File: src/design/tga_rle_pixel_decoder_top_macros.svh
// Assertion macros shared by the decoder's RTL.
`ifndef TGA_RLE_PIXEL_DECODER_TOP_MACROS_SVH
`define TGA_RLE_PIXEL_DECODER_TOP_MACROS_SVH

`ifndef NO_ASSERTIONS

// Antecedent implies consequent in the same cycle.
`define TGARLE_ASSERT_IMP(lbl, clk, rst, ante, cons, msg) \
   lbl: assert property (@(posedge clk) disable iff (rst) (ante) |-> (cons)) \
      else $error(msg);

// Antecedent implies consequent in the next cycle.
`define TGARLE_ASSERT_NXT(lbl, clk, rst, ante, cons, msg) \
   lbl: assert property (@(posedge clk) disable iff (rst) (ante) |=> (cons)) \
      else $error(msg);

`else

`define TGARLE_ASSERT_IMP(lbl, clk, rst, ante, cons, msg)
`define TGARLE_ASSERT_NXT(lbl, clk, rst, ante, cons, msg)

`endif

`endif

File: src/design/tgarle_pkg.sv
package tgarle_pkg;

   localparam int BYTE_W  = 8;
   localparam int COUNT_W = 8;
   localparam int TOTAL_W = 30;
   localparam int DONE_W  = 31;
   localparam int FMT_W   = 3;
   localparam int ADDR_W  = 4;
   localparam int DATA_W  = 32;
   localparam int ASM_W   = 24;

   localparam logic [FMT_W-1:0] FMT_GREY8  = 3'd0;
   localparam logic [FMT_W-1:0] FMT_GREYA  = 3'd1;
   localparam logic [FMT_W-1:0] FMT_BGR555 = 3'd2;
   localparam logic [FMT_W-1:0] FMT_BGR24  = 3'd3;
   localparam logic [FMT_W-1:0] FMT_BGRA32 = 3'd4;

   localparam logic [1:0] REG_PIX_MODE     = 2'd0;
   localparam logic [1:0] REG_RLE_ENABLE   = 2'd1;
   localparam logic [1:0] REG_PIXEL_TOTAL  = 2'd2;

   localparam logic [FMT_W-1:0]   RESET_PIX_MODE     = FMT_BGR24;
   localparam logic               RESET_RLE_ENABLE   = 1'b0;
   localparam logic [TOTAL_W-1:0] RESET_PIXEL_TOTAL  = 30'd1;

   localparam logic [BYTE_W-1:0] HDR_RUN_BIT   = 8'h80;
   localparam logic [BYTE_W-1:0] HDR_COUNT_MSK = 8'h7F;
   localparam logic [15:0]       MASK_B5       = 16'h001F;
   localparam logic [15:0]       MASK_G5       = 16'h03E0;
   localparam logic [15:0]       MASK_R5       = 16'h7C00;
   localparam int                G5_SHIFT      = 5;
   localparam int                R5_SHIFT      = 10;

   typedef struct packed {
      logic [FMT_W-1:0]   pix_mode;
      logic               rle_enable;
      logic [TOTAL_W-1:0] pixel_total;
      logic               restart;     // a register write this cycle
      logic               rle_next;    // rle_enable as it will be after the write
   } cfg_type;

   typedef struct packed {
      logic [BYTE_W-1:0]  chan0;
      logic [BYTE_W-1:0]  chan1;
      logic [BYTE_W-1:0]  chan2;
      logic [BYTE_W-1:0]  chan3;
      logic [COUNT_W-1:0] repeat_count;
      logic               image_done;
      logic               overrun;
   } result_type;

endpackage

File: src/design/tgarle_csr.sv
module tgarle_csr import tgarle_pkg::*; (
   input  logic              clock,
   input  logic              reset,
   input  logic              psel,
   input  logic              penable,
   input  logic              pwrite,
   input  logic [ADDR_W-1:0] paddr,
   input  logic [DATA_W-1:0] pwdata,
   output logic [DATA_W-1:0] prdata,
   output logic              pready,
   output cfg_type           cfg
);

   logic [FMT_W-1:0]   pix_mode_ff, pix_mode_in;
   logic               rle_enable_ff, rle_enable_in;
   logic [TOTAL_W-1:0] pixel_total_ff, pixel_total_in;
   logic               wr_en;
   logic               hit;
   logic [1:0]         reg_idx;

   assign reg_idx = paddr[ADDR_W-1:2];
   assign wr_en   = psel && penable && pwrite;
   assign pready  = 1'b1;

   always_comb begin
      pix_mode_in     = pix_mode_ff;
      rle_enable_in   = rle_enable_ff;
      pixel_total_in  = pixel_total_ff;
      hit             = 1'b0;
      if (wr_en) begin
         case (reg_idx)
            REG_PIX_MODE: begin
               pix_mode_in = pwdata[FMT_W-1:0];
               hit         = 1'b1;
            end
            REG_RLE_ENABLE: begin
               rle_enable_in = pwdata[0];
               hit           = 1'b1;
            end
            REG_PIXEL_TOTAL: begin
               pixel_total_in = pwdata[TOTAL_W-1:0];
               hit            = 1'b1;
            end
            default: begin
               hit = 1'b0;
            end
         endcase
      end
   end

   always_comb begin
      case (reg_idx)
         REG_PIX_MODE:     prdata = {{(DATA_W-FMT_W){1'b0}}, pix_mode_ff};
         REG_RLE_ENABLE:   prdata = {{(DATA_W-1){1'b0}}, rle_enable_ff};
         REG_PIXEL_TOTAL:  prdata = {{(DATA_W-TOTAL_W){1'b0}}, pixel_total_ff};
         default:          prdata = '0;
      endcase
   end

   always_ff @(posedge clock) begin
      if (reset) begin
         pix_mode_ff     <= RESET_PIX_MODE;
         rle_enable_ff   <= RESET_RLE_ENABLE;
         pixel_total_ff  <= RESET_PIXEL_TOTAL;
      end else begin
         pix_mode_ff     <= pix_mode_in;
         rle_enable_ff   <= rle_enable_in;
         pixel_total_ff  <= pixel_total_in;
      end
   end

   assign cfg.pix_mode     = pix_mode_ff;
   assign cfg.rle_enable   = rle_enable_ff;
   assign cfg.pixel_total  = pixel_total_ff;
   assign cfg.restart      = hit;
   assign cfg.rle_next     = rle_enable_in;

endmodule

File: config.mk
export PLATFORM = sky130hd
export DESIGN_NAME = tgarle_csr
export DESIGN_NICKNAME = d
export VERILOG_FILES = /design/src/design/tga_rle_pixel_decoder_top_macros.svh /design/src/design/tgarle_pkg.sv /design/src/design/tgarle_csr.sv
export SDC_FILE = /design/constraint.sdc
export NUM_CORES = 1
export LEC_CHECK = 0
export BUFFER_PORTS_ARGS = -buffer_cell sky130_fd_sc_hd__buf_2
export CORE_AREA = 2 2 107 57
export DETAILED_ROUTE_END_ITERATION = 10
export DIE_AREA = 0 0 109 59
export PLACE_DENSITY_LB_ADDON = 0.05
export SYNTH_ARGS = -nofsm -noshare
export SYNTH_HDL_FRONTEND = slang
export SYNTH_SLANG_ARGS = --single-unit
File: constraint.sdc
create_clock -name clock -period 2.4 [get_ports clock]
set_clock_uncertainty 0.15 [all_clocks]
set_input_delay 0.12 -clock clock [delete_from_list [all_inputs] [get_ports clock]]
set_output_delay 0.12 -clock clock [all_outputs]
set_load 0.01 [all_outputs]
==> results.yml <==
status:
  status: "finished, final reports clean"
detailed_routing:
  first_iter_violations: 56
  avgViaCountPerCell: 4.24
  drtAntennaViolNets: 0
  firstDrtPassIters: 4
  wl_per_cell_um: 11.3
  postRouteWirelength_um: 4440
  drc: 0
  num_vias: 1668
min_path:
  min_path_type: "input port to flop"
  worstHoldStart: "paddr[3]"
  min_to: "rle_enable_ff$_SDFF_PP0_"
  whs_path_depth: 3
global_route:
  grt.total_usage: 0.141
  overflow: 0
  grt_pass1_wl_um: 7090
  grt_start_max_net_pins: 67
  grt_pass1_vias: 1571
  antenna_found_initial: 0
synthesis:
  seq_area_frac_synth: 0.366
  synth_edf_count: 0
  synth_top_area_frac: 0.366
  ys.flop_type: "dfxtp_1"
  synthCells: 199
  ys_ff_latch: 34
  synthArstFlopShare: 0
  synth_cell_type_count: 20
  netlist_area_sq_mm: 0.00186
  yosys-top-cells-area: "dfxtp_1, nand2b_1, mux2i_1, and2_1, buf_6"
  ys_warn_count: 0
  syn_avg_cell_area_sq_um: 9.34
  yosysTopAreaCell: "dfxtp_1"
layout:
  drive_above_1_share: 0.366
  layout_commonest_cell: "buf_2"
  n_antenna_cell: 0
  final_cell_mix: "buf_2, nand2b_1, mux2i_1"
  area_growth_pct: 47.1
  fillers: 526
  nets: 362
place:
  hpwlAfterDp_um: 3020
  io_buffers: 102
  place_congestion: 0.709
cts:
  cts-root-buf: "clkbuf_8"
  cts.htree.levels: 2
  clk_path_buf_depth: 2
  cts_tree: "yes"
  cts-buffers-inserted: 5
  clk_latency_ns: 0.27
  cts_setup_buffers: 0
  ctsResizeCount: 0
  clk_pin_slew_ns: 0.06
  cts.sinks: 34
power:
  power_switching_share: 0.229
  p_sw_mw: 0.265
  p_leak_nw: 1.31
  cellInternalPower_mw: 0.890
  worst_ir_drop_vdd_mv: 0.177
  pwr-share-comb: 0.142
  power_density_mw_per_mm2: 422
  seqPwrFrac: 0.499
  clockPowerShare: 0.359
critical_path:
  worstPathArrival_ns: 1.23
  critPathKind: "input port to primary output"
  crit_path_end_kind: "primary output"
  crit_fanout: 4
  worstPathRequired_ns: 2.13
  startpoint_type: "input port"
  startpoint: "pwrite"
  rrSetupSlack_ns: 1.58
  timing.rr.end: "pix_mode_ff[1]$_SDFFE_PP1P_"
  r2r_cells: 2
  r2r-start: "pix_mode_ff[1]$_SDFFE_PP1P_"
timing:
  slew_headroom: 0.474
  hold_viol: 0
  tightestPinTransition_ns: 0.789
  rsz0062_at_grt: "no"
  period_share: 0.627
  setup_viol: 0
  max_freq_mhz: 665
  final_max_slew_viol_count: 0
  hold_slack_ns: 0.144
  fin_tns_setup_ns: 0
  layout_min_cycle_time_ns: 1.50
die:
  die_width_um: 109
  num_rows: 19
  die_h_um: 59
  core_area_sq_mm: 0.00540
  die_area_sq_mm: 0.00643
  initial_utilization: 0.345
  ios: 110
job:
  max-cap-violations: 0
-- synth_stat cells, types with 2 or more instances --
master / number
buf_6: 5
and2_1: 27
buf_2: 3
conb_1: 2
mux2i_1: 37
nor2_1: 7
clkbuf_1: 6
nand2b_1: 61
buf_4: 7
dfxtp_1: 34
-- through the flow --
step	setup WS, ns	utilization	cell area, sq um	power, mW	cells
4_1_cts	0.887	0.507	2740	1.17	393
3_5_place_dp	0.896	0.436	2350	0.717	357
6_report	0.896	0.507	2740	1.16	393
3_3_place_gp	0.918	0.436	2350	0.715	357
2_1_floorplan	1.09	-	1860	0.672	200
5_1_grt	0.777	0.507	2740	1.22	393
-- cell families (layout without fill, tap and decap cells) --
| kind of cell | Yosys count | in the layout | share of synthesized area |
|---|---|---|---|
| and+or+nand+nor | 101 | 101 | 0.338 |
| DFF | 34 | 34 | 0.366 |
| other | 2 | 3 | 0.00404 |
| AOI/OAI and AO/OA | 2 | 2 | 0.00538 |
| muxes | 38 | 38 | 0.205 |
| buffers and inverters | 22 | 142 | 0.0814 |
-- state kept, by name, indices dropped and copies added (netlist names) --
register        flops
pix_mode_ff         3
pixel_total_ff     30
rle_enable_ff       1
-- layer usage --
| layer | track usage | vias to the layer above | wire length [um] | part of all wire |
|---|---|---|---|---|
| met5 | 0 | - | 0 | 0 |
| met4 | 0.0220 | 0 | 14 | 0.0032 |
| met3 | 0.0462 | 2 | 242 | 0.054 |
| met2 | 0.251 | 51 | 2100 | 0.47 |
| met1 | 0.172 | 754 | 2090 | 0.47 |
| li1 | - | 861 | - | - |
-- worst max-delay path, stage by stage --
cell	delay [ns]
buf_2	0.08
nand3_2	0.12
nor3b_1	0.38
mux2_2	0.39
buf_2	0.14
-- timing repair --
item / 4_1_cts / 5_1_grt
hold buffers: 30 / 0
endpoints found under the setup margin: 0 / 0
hold endpoints to repair: 31 / 0
-- layout make-up --
class                           count  area [sq um]  area share
Tap cell                           73          91.3      0.0334
Timing Repair Buffer              136           841       0.307
Multi-Input combinational cell    144          1040       0.380
Clock buffer                        6          82.6      0.0302
Sequential cell                    34           681       0.249
-- how the worst max path moves through the flow --
stage,to,slack [ns],cells past startpoint
final,cfg[0],0.90,5
after global routing,cfg[0],0.78,5
after CTS,cfg[0],0.89,5
after detailed placement,cfg[0],0.90,5
after global placement,cfg[0],0.92,5
after floorplan,cfg[0],1.09,4
-- power groups by stage --
stage / clock, mW / sequential, mW / combinational [mW]
global route: 0.458 / 0.578 / 0.183
floorplan: 0 / 0.592 / 0.0800
detailed placement: 0 / 0.590 / 0.128
CTS: 0.433 / 0.577 / 0.166
finish: 0.414 / 0.577 / 0.164
global placement: 0 / 0.589 / 0.126
(Power assumes the default switching activity.)
