==> src/design/tga_rle_pixel_decoder_top_macros.svh <==
// Assertion macros shared by the decoder's RTL.
`ifndef TGA_RLE_PIXEL_DECODER_TOP_MACROS_SVH
`define TGA_RLE_PIXEL_DECODER_TOP_MACROS_SVH

`ifndef NO_ASSERTIONS

// Antecedent implies consequent in the same cycle.
`define TGARLE_ASSERT_IMP(lbl, clk, rst, ante, cons, msg) \
   lbl: assert property (@(posedge clk) disable iff (rst) (ante) |-> (cons)) \
      else $error(msg);

// Antecedent implies consequent in the next cycle.
`define TGARLE_ASSERT_NXT(lbl, clk, rst, ante, cons, msg) \
   lbl: assert property (@(posedge clk) disable iff (rst) (ante) |=> (cons)) \
      else $error(msg);

`else

`define TGARLE_ASSERT_IMP(lbl, clk, rst, ante, cons, msg)
`define TGARLE_ASSERT_NXT(lbl, clk, rst, ante, cons, msg)

`endif

`endif

==> src/design/tgarle_pkg.sv <==
package tgarle_pkg;

   localparam int BYTE_W  = 8;
   localparam int COUNT_W = 8;
   localparam int TOTAL_W = 30;
   localparam int DONE_W  = 31;
   localparam int FMT_W   = 3;
   localparam int ADDR_W  = 4;
   localparam int DATA_W  = 32;
   localparam int ASM_W   = 24;

   localparam logic [FMT_W-1:0] FMT_GREY8  = 3'd0;
   localparam logic [FMT_W-1:0] FMT_GREYA  = 3'd1;
   localparam logic [FMT_W-1:0] FMT_BGR555 = 3'd2;
   localparam logic [FMT_W-1:0] FMT_BGR24  = 3'd3;
   localparam logic [FMT_W-1:0] FMT_BGRA32 = 3'd4;

   localparam logic [1:0] REG_PIX_MODE     = 2'd0;
   localparam logic [1:0] REG_RLE_ENABLE   = 2'd1;
   localparam logic [1:0] REG_PIXEL_TOTAL  = 2'd2;

   localparam logic [FMT_W-1:0]   RESET_PIX_MODE     = FMT_BGR24;
   localparam logic               RESET_RLE_ENABLE   = 1'b0;
   localparam logic [TOTAL_W-1:0] RESET_PIXEL_TOTAL  = 30'd1;

   localparam logic [BYTE_W-1:0] HDR_RUN_BIT   = 8'h80;
   localparam logic [BYTE_W-1:0] HDR_COUNT_MSK = 8'h7F;
   localparam logic [15:0]       MASK_B5       = 16'h001F;
   localparam logic [15:0]       MASK_G5       = 16'h03E0;
   localparam logic [15:0]       MASK_R5       = 16'h7C00;
   localparam int                G5_SHIFT      = 5;
   localparam int                R5_SHIFT      = 10;

   typedef struct packed {
      logic [FMT_W-1:0]   pix_mode;
      logic               rle_enable;
      logic [TOTAL_W-1:0] pixel_total;
      logic               restart;     // a register write this cycle
      logic               rle_next;    // rle_enable as it will be after the write
   } cfg_type;

   typedef struct packed {
      logic [BYTE_W-1:0]  chan0;
      logic [BYTE_W-1:0]  chan1;
      logic [BYTE_W-1:0]  chan2;
      logic [BYTE_W-1:0]  chan3;
      logic [COUNT_W-1:0] repeat_count;
      logic               image_done;
      logic               overrun;
   } result_type;

endpackage

==> src/design/tgarle_core.sv <==
module tgarle_core import tgarle_pkg::*; (
   input  logic              clock,
   input  logic              reset,
   input  cfg_type           cfg,
   input  logic              advance,
   input  logic [BYTE_W-1:0] data_byte,
   output logic              emit,
   output result_type        result
);

   logic                expect_header_ff, expect_header_in;
   logic                packet_is_run_ff, packet_is_run_in;
   logic [COUNT_W-1:0]  packet_left_ff, packet_left_in;
   logic [1:0]          byte_pos_ff, byte_pos_in;
   logic [ASM_W-1:0]    pixel_bytes_ff, pixel_bytes_in;
   logic [DONE_W-1:0]   pixels_done_ff, pixels_done_in;

   logic [FMT_W-1:0]    fmt;
   logic [1:0]          last_pos;
   logic                rle;
   logic [BYTE_W-1:0]   by0, by1, by2, by3;
   logic [15:0]         w555, g555, r555;
   logic [COUNT_W-1:0]  cnt, cnt_c, left_next;
   logic [DONE_W-1:0]   total, rem;
   logic                over, done;

   assign rle = cfg.rle_enable;

   always_comb begin
      fmt = (cfg.pix_mode > FMT_BGRA32) ? FMT_BGR24 : cfg.pix_mode;
      case (fmt)
         FMT_GREY8:  last_pos = 2'd0;
         FMT_GREYA:  last_pos = 2'd1;
         FMT_BGR555: last_pos = 2'd1;
         FMT_BGRA32: last_pos = 2'd3;
         default:    last_pos = 2'd2;
      endcase
   end

   // Pixel byte lanes, last byte taken straight from the input.
   always_comb begin
      by0 = pixel_bytes_ff[7:0];
      by1 = pixel_bytes_ff[15:8];
      by2 = pixel_bytes_ff[23:16];
      by3 = '0;
      case (last_pos)
         2'd0:    by0 = data_byte;
         2'd1:    by1 = data_byte;
         2'd2:    by2 = data_byte;
         default: by3 = data_byte;
      endcase
      w555 = {by1, by0};
      g555 = (w555 & MASK_G5) >> G5_SHIFT;
      r555 = (w555 & MASK_R5) >> R5_SHIFT;
   end

   // Repeat count and clipping against the pixels still owed.
   always_comb begin
      left_next = packet_left_ff;
      if (rle) begin
         if (packet_is_run_ff) begin
            cnt       = (packet_left_ff != '0) ? packet_left_ff : COUNT_W'(1);
            left_next = '0;
         end else begin
            cnt = COUNT_W'(1);
            if (packet_left_ff != '0) begin
               left_next = packet_left_ff - COUNT_W'(1);
            end
         end
      end else begin
         cnt = COUNT_W'(1);
      end
      total = (cfg.pixel_total == '0) ? DONE_W'(1) : {1'b0, cfg.pixel_total};
      rem   = (pixels_done_ff < total) ? (total - pixels_done_ff) : DONE_W'(1);
      over  = {{(DONE_W-COUNT_W){1'b0}}, cnt} > rem;
      cnt_c = over ? rem[COUNT_W-1:0] : cnt;
      done  = {{(DONE_W-COUNT_W){1'b0}}, cnt_c} == rem;
   end

   always_comb begin
      expect_header_in = expect_header_ff;
      packet_is_run_in = packet_is_run_ff;
      packet_left_in   = packet_left_ff;
      byte_pos_in      = byte_pos_ff;
      pixel_bytes_in   = pixel_bytes_ff;
      pixels_done_in   = pixels_done_ff;
      emit             = 1'b0;
      result           = '0;

      case (fmt)
         FMT_GREY8: begin
            result.chan0 = by0;
         end
         FMT_GREYA: begin
            result.chan0 = by0;
            result.chan1 = by1;
         end
         FMT_BGR555: begin
            result.chan0 = {3'b000, w555[4:0] & MASK_B5[4:0]};
            result.chan1 = {3'b000, g555[4:0]};
            result.chan2 = {3'b000, r555[4:0]};
         end
         FMT_BGRA32: begin
            result.chan0 = by0;
            result.chan1 = by1;
            result.chan2 = by2;
            result.chan3 = by3;
         end
         default: begin
            result.chan0 = by0;
            result.chan1 = by1;
            result.chan2 = by2;
         end
      endcase
      result.repeat_count = cnt_c;
      result.image_done   = done;
      result.overrun      = over || (done && rle && (left_next != '0));

      if (cfg.restart) begin
         expect_header_in = cfg.rle_next;
         packet_is_run_in = 1'b0;
         packet_left_in   = '0;
         byte_pos_in      = '0;
         pixel_bytes_in   = '0;
         pixels_done_in   = '0;
      end else if (advance) begin
         if (rle && expect_header_ff) begin
            packet_is_run_in = (data_byte & HDR_RUN_BIT) != '0;
            packet_left_in   = (data_byte & HDR_COUNT_MSK) + COUNT_W'(1);
            expect_header_in = 1'b0;
            byte_pos_in      = '0;
            pixel_bytes_in   = '0;
         end else if (byte_pos_ff < last_pos) begin
            case (byte_pos_ff)
               2'd0:    pixel_bytes_in[7:0]   = data_byte;
               2'd1:    pixel_bytes_in[15:8]  = data_byte;
               default: pixel_bytes_in[23:16] = data_byte;
            endcase
            byte_pos_in = byte_pos_ff + 2'd1;
         end else begin
            emit           = 1'b1;
            byte_pos_in    = '0;
            pixel_bytes_in = '0;
            packet_left_in = left_next;
            pixels_done_in = pixels_done_ff + {{(DONE_W-COUNT_W){1'b0}}, cnt_c};
            if (done) begin
               expect_header_in = rle;
               packet_is_run_in = 1'b0;
               packet_left_in   = '0;
               pixels_done_in   = '0;
            end else if (rle && (left_next == '0)) begin
               expect_header_in = 1'b1;
            end
         end
      end
   end

   always_ff @(posedge clock) begin
      if (reset) begin
         expect_header_ff <= RESET_RLE_ENABLE;
         packet_is_run_ff <= 1'b0;
         packet_left_ff   <= '0;
         byte_pos_ff      <= '0;
         pixel_bytes_ff   <= '0;
         pixels_done_ff   <= '0;
      end else begin
         expect_header_ff <= expect_header_in;
         packet_is_run_ff <= packet_is_run_in;
         packet_left_ff   <= packet_left_in;
         byte_pos_ff      <= byte_pos_in;
         pixel_bytes_ff   <= pixel_bytes_in;
         pixels_done_ff   <= pixels_done_in;
      end
   end

endmodule

==> config.mk <==
export PLATFORM = sky130hd
export DESIGN_NAME = tgarle_core
export DESIGN_NICKNAME = d
export VERILOG_FILES = /design/src/design/tga_rle_pixel_decoder_top_macros.svh /design/src/design/tgarle_pkg.sv /design/src/design/tgarle_core.sv
export SDC_FILE = /design/constraint.sdc
export NUM_CORES = 1
export LEC_CHECK = 0
export BUFFER_PORTS_ARGS = -buffer_cell sky130_fd_sc_hd__buf_4
export CAP_MARGIN = 20
export CORE_MARGIN = 1.5
export CORE_UTILIZATION = 54
export CTS_CLUSTER_SIZE = 20
export DETAILED_ROUTE_END_ITERATION = 16
export PLACE_DENSITY_LB_ADDON = 0.1
export SYNTH_ARGS = -nofsm -noshare
export SYNTH_HDL_FRONTEND = slang
export SYNTH_SLANG_ARGS = --single-unit
==> constraint.sdc <==
create_clock -name clock -period 6.96 [get_ports clock]
set_clock_uncertainty 0.2 [all_clocks]
set_input_delay 0.696 -clock clock [delete_from_list [all_inputs] [get_ports clock]]
set_output_delay 0.696 -clock clock [all_outputs]
set_load 0.02 [all_outputs]
==> impl_metrics.json <==
{
  "p_per_area_mw_per_mm2": 146.0,
  "drt_first_iter_violations": 431,
  "max-vdd-ir-drop_mv": 0.1194,
  "worstPathMaxFanout": 5,
  "power.leakage_nw": 3.572,
  "synth.most_common_cell": "sky130_fd_sc_hd__nor2_1",
  "grt_overflow_total": 0,
  "number_of_placement_rows": 41,
  "fp.coreArea_mm2": 0.01252,
  "failed_checks": "negative setup slack",
  "hp-start": "byte_pos_ff[1]$_SDFFE_PP0P_",
  "path_clk_slew_ns": 0.06,
  "initial_utilization_pct": 54.86,
  "max-slew-margin-rel_pct": 40.99,
  "synth.top_cell.area_share_pct": 19.53,
  "worst_setup_path_start_kind": "primary input",
  "first_pass_grt_wire_length_mm": 32.89,
  "critical_path.most_common_cell": "sky130_fd_sc_hd__a21o_1",
  "detailroute.wirelength.met2_mm": 9.466,
  "slew_viol_final": 0,
  "synth.top_cells.by_area": "sky130_fd_sc_hd__dfxtp_1 20%, sky130_fd_sc_hd__ha_1 11%, sky130_fd_sc_hd__nor2_1 5.8%, sky130_fd_sc_hd__xnor2_1 4.7%, sky130_fd_sc_hd__a21oi_1 4.7%",
  "pin_count": 90,
  "drt_drc_violations_left": 0,
  "ys_dominant_reg_cell": "sky130_fd_sc_hd__dfxtp_1",
  "met3_wirelength_mm": 1.234,
  "dp_worst_setup_slack_ns": -0.4443,
  "worst_slack_ns": -0.01174,
  "clock-root-buffer": "sky130_fd_sc_hd__clkbuf_16",
  "critPathKind": "primary input to flop",
  "largest_net_degree_at_the_start_of_global_routing": 31,
  "endpoint_kind": "flop",
  "wl_per_cell_um": 16.59,
  "drt_pass1_iterations": 5,
  "timing.hold.worst_endpoint": "byte_pos_ff[1]$_SDFFE_PP0P_",
  "cts.sink_count": 67,
  "hold_viol": 0,
  "diodes": 0,
  "die_area_mm2": 0.01340,
  "dp_hpwl_mm": 16.08,
  "result_of_the_run": "finished, violations left",
  "timing.critical_path.slowest_cell_delay_ns": 0.47,
  "cp-startpoint": "cfg[17]",
  "synth_seq_area_share_pct": 19.53,
  "timing.final.crit_period_ns": 6.972,
  "rr_worst_depth": 30,
  "synth-edff-count": 0,
  "cts_max_level": 3,
  "critical_path.reg2reg.endpoint": "pixels_done_ff[26]$_SDFFE_PP0P_",
  "die_height_um": 115.8,
  "syn-instance-count": 948,
  "fmax_mhz": 143.4,
  "drtAntennaViolNets": 0,
  "maxCapViolCount": 0,
  "layout_overhead_on_the_synthesized_area_pct": 25.44,
  "final-setup-viol-count": 1,
  "yosys_warnings": 0,
  "rsz0062_at_grt": "yes",
  "grt_pass1_vias": 6744,
  "list_of_most_frequent_post_synthesis_cells": "106 x sky130_fd_sc_hd__nor2_1, 83 x sky130_fd_sc_hd__nand2_1, 67 x sky130_fd_sc_hd__dfxtp_1",
  "layout-drive-gt1-share_pct": 24.44,
  "viasPerCell": 5.897,
  "grt_antenna_before_repair": 0,
  "critical_path_rt_ns": 6.99,
  "final_min_period_over_clock_period_pct": 100.2,
  "whs_path_depth": 2,
  "final_cell_count_no_fill": 1244,
  "number_of_buffers_on_the_longest_clock_path": 2,
  "port_buffers": 89,
  "transition_at_the_pin_with_the_smallest_max_transition_slack_ns": 0.8832,
  "drt_wl_total_mm": 20.64,
  "dieWidth_um": 115.8,
  "netlist-cell-type-count": 83,
  "latest_clock_arrival_within_the_worst_skew_pair_ns": 0.36,
  "route.layer.met1.wl_mm": 9.391,
  "async_set_or_reset_flop_fraction_in_the_synthesized_netlist_pct": 0,
  "worstPathArrival_ns": 7.00,
  "hold_ws_ns": 0.2902,
  "clock_tree_from_tritoncts": "yes",
  "via_count": 7336,
  "dpl.cell_count": 1223,
  "post_synth_instance_area_mm2": 0.006867,
  "hold_path.class": "flop to flop",
  "nNetsFinal": 1174,
  "cts-buffers-inserted": 9,
  "highest-signal-layer": "met5",
  "r2r_startpoint": "pixels_done_ff[22]$_SDFFE_PP0P_",
  "synth.ff_latch_count": 67,
  "synth_area_per_cell_um2": 7.243,
  "critPathSlowestCell": "sky130_fd_sc_hd__a2111o_1",
  "synth_fp_nets": 1055,
  "global_route.usage.total_pct": 30.93,
  "gpl.final_weighted_congestion": 0.9552,
  "yosysTopAreaCell": "sky130_fd_sc_hd__dfxtp_1",
  "setup.reg_to_reg.worst_slack_ns": 0.52
}
==> report_power, final <==
group	switching, W	internal [W]	total (W)	leakage, nW
registers	0.00000605	0.000388	0.000394	0.541
clock network	0.000202	0.000292	0.000494	0.155
logic	0.000213	0.000156	0.000369	2.88
total	0.000421	0.000836	0.00126	3.57
==> what timing repair did <==
item,in CTS,in global routing
resized for setup,6,16
setup endpoints to repair,17,23
hold endpoints to repair,0,0
hold buffers,0,0
buffers inserted,0,5
pin swaps,2,21
gates cloned,0,0
==> stage by stage <==
stage | TNS [ns] | area, um2 | total power (W) | util [%]
after CTS | 0 | 8508 | 0.001251 | 67.97
after floorplan | -2.491 | 6935 | 0.0006402 | -
after global routing | -2.577 | 8613 | 0.001307 | 68.81
after detailed placement | -8.806 | 8162 | 0.0007606 | 65.20
final | -0.01174 | 8613 | 0.001258 | 68.81
after global placement | -7.451 | 8162 | 0.0007591 | 65.20
==> metal layers <==
metal	track usage (%)	vias up
li1	-	3638
met1	41.08	3412
met2	50.27	247
met3	4.603	37
met4	12.36	2
met5	1.852	-
==> worst max-delay path, delay by kind of cell <==
family,cells,cell delay [ns]
AND/OR/NAND/NOR,8,1.34
AO/OA/AOI/OAI,17,3.34
buffers and inverters,2,0.26
adder cells (fa/ha/maj),4,0.94
XOR/XNOR,1,0.10
multiplexers,1,0.33
==> worst max path at each step <==
stage	endpoint	cells past startpoint	slack (ns)
after global placement	pixels_done_ff[30]$_SDFFE_PP0P_	33	-0.38
after detailed placement	pixels_done_ff[28]$_SDFFE_PP0P_	33	-0.44
after CTS	pixels_done_ff[28]$_SDFFE_PP0P_	33	0.009
final	pixels_done_ff[26]$_SDFFE_PP0P_	33	-0.01
after floorplan	pixels_done_ff[30]$_SDFFE_PP0P_	33	-0.22
after global routing	pixels_done_ff[26]$_SDFFE_PP0P_	33	-0.26
==> final cells by class <==
class                      count  area, um2
clock buffer                  10      239.0
clock inverter                 6      72.57
fill                        1175       3904
inverter                      51      191.4
multi-input combinational    756       5176
sequential                    67       1341
tap                          172      215.2
timing repair buffer         182       1378
==> flip-flops by register name, indices dropped and copies added (netlist names) <==
signal / cells
packet_left_ff: 8
byte_pos_ff: 2
pixel_bytes_ff: 24
pixels_done_ff: 31
expect_header_ff: 1
packet_is_run_ff: 1
==> kinds of logic after synthesis <==
| group | synth area share (%) |
|---|---|
| and+or+nand+nor | 24.73 |
| buffers and inverters | 7.416 |
| xor gates and xnor gates | 6.760 |
| adders and majority gates | 11.30 |
| DFF | 19.53 |
| AOI/OAI and AO/OA | 26.75 |
| muxes | 3.517 |
==> layout by cell type, fill, tap and decap left out, types with 9 or more instances in the layout <==
cell type / synthesis / layout
sky130_fd_sc_hd__a22oi_1: 31 / 31
sky130_fd_sc_hd__o21ai_0: 61 / 60
sky130_fd_sc_hd__a21oi_1: 64 / 63
sky130_fd_sc_hd__and2_1: 17 / 16
sky130_fd_sc_hd__nor2_1: 106 / 106
sky130_fd_sc_hd__nand3_1: 26 / 25
sky130_fd_sc_hd__clkbuf_16: 0 / 9
sky130_fd_sc_hd__a21o_1: 12 / 11
sky130_fd_sc_hd__inv_1: 48 / 48
sky130_fd_sc_hd__ha_1: 58 / 55
sky130_fd_sc_hd__dfxtp_1: 67 / 67
sky130_fd_sc_hd__nor3_1: 20 / 18
sky130_fd_sc_hd__nor4_1: 14 / 11
sky130_fd_sc_hd__xnor2_1: 37 / 36
sky130_fd_sc_hd__xor2_1: 16 / 16
sky130_fd_sc_hd__and3_1: 12 / 12
sky130_fd_sc_hd__nand4_1: 23 / 23
sky130_fd_sc_hd__nand2_1: 83 / 78
sky130_fd_sc_hd__buf_4: 4 / 179
sky130_fd_sc_hd__mux2i_1: 14 / 12
(Power assumes the default switching activity.)
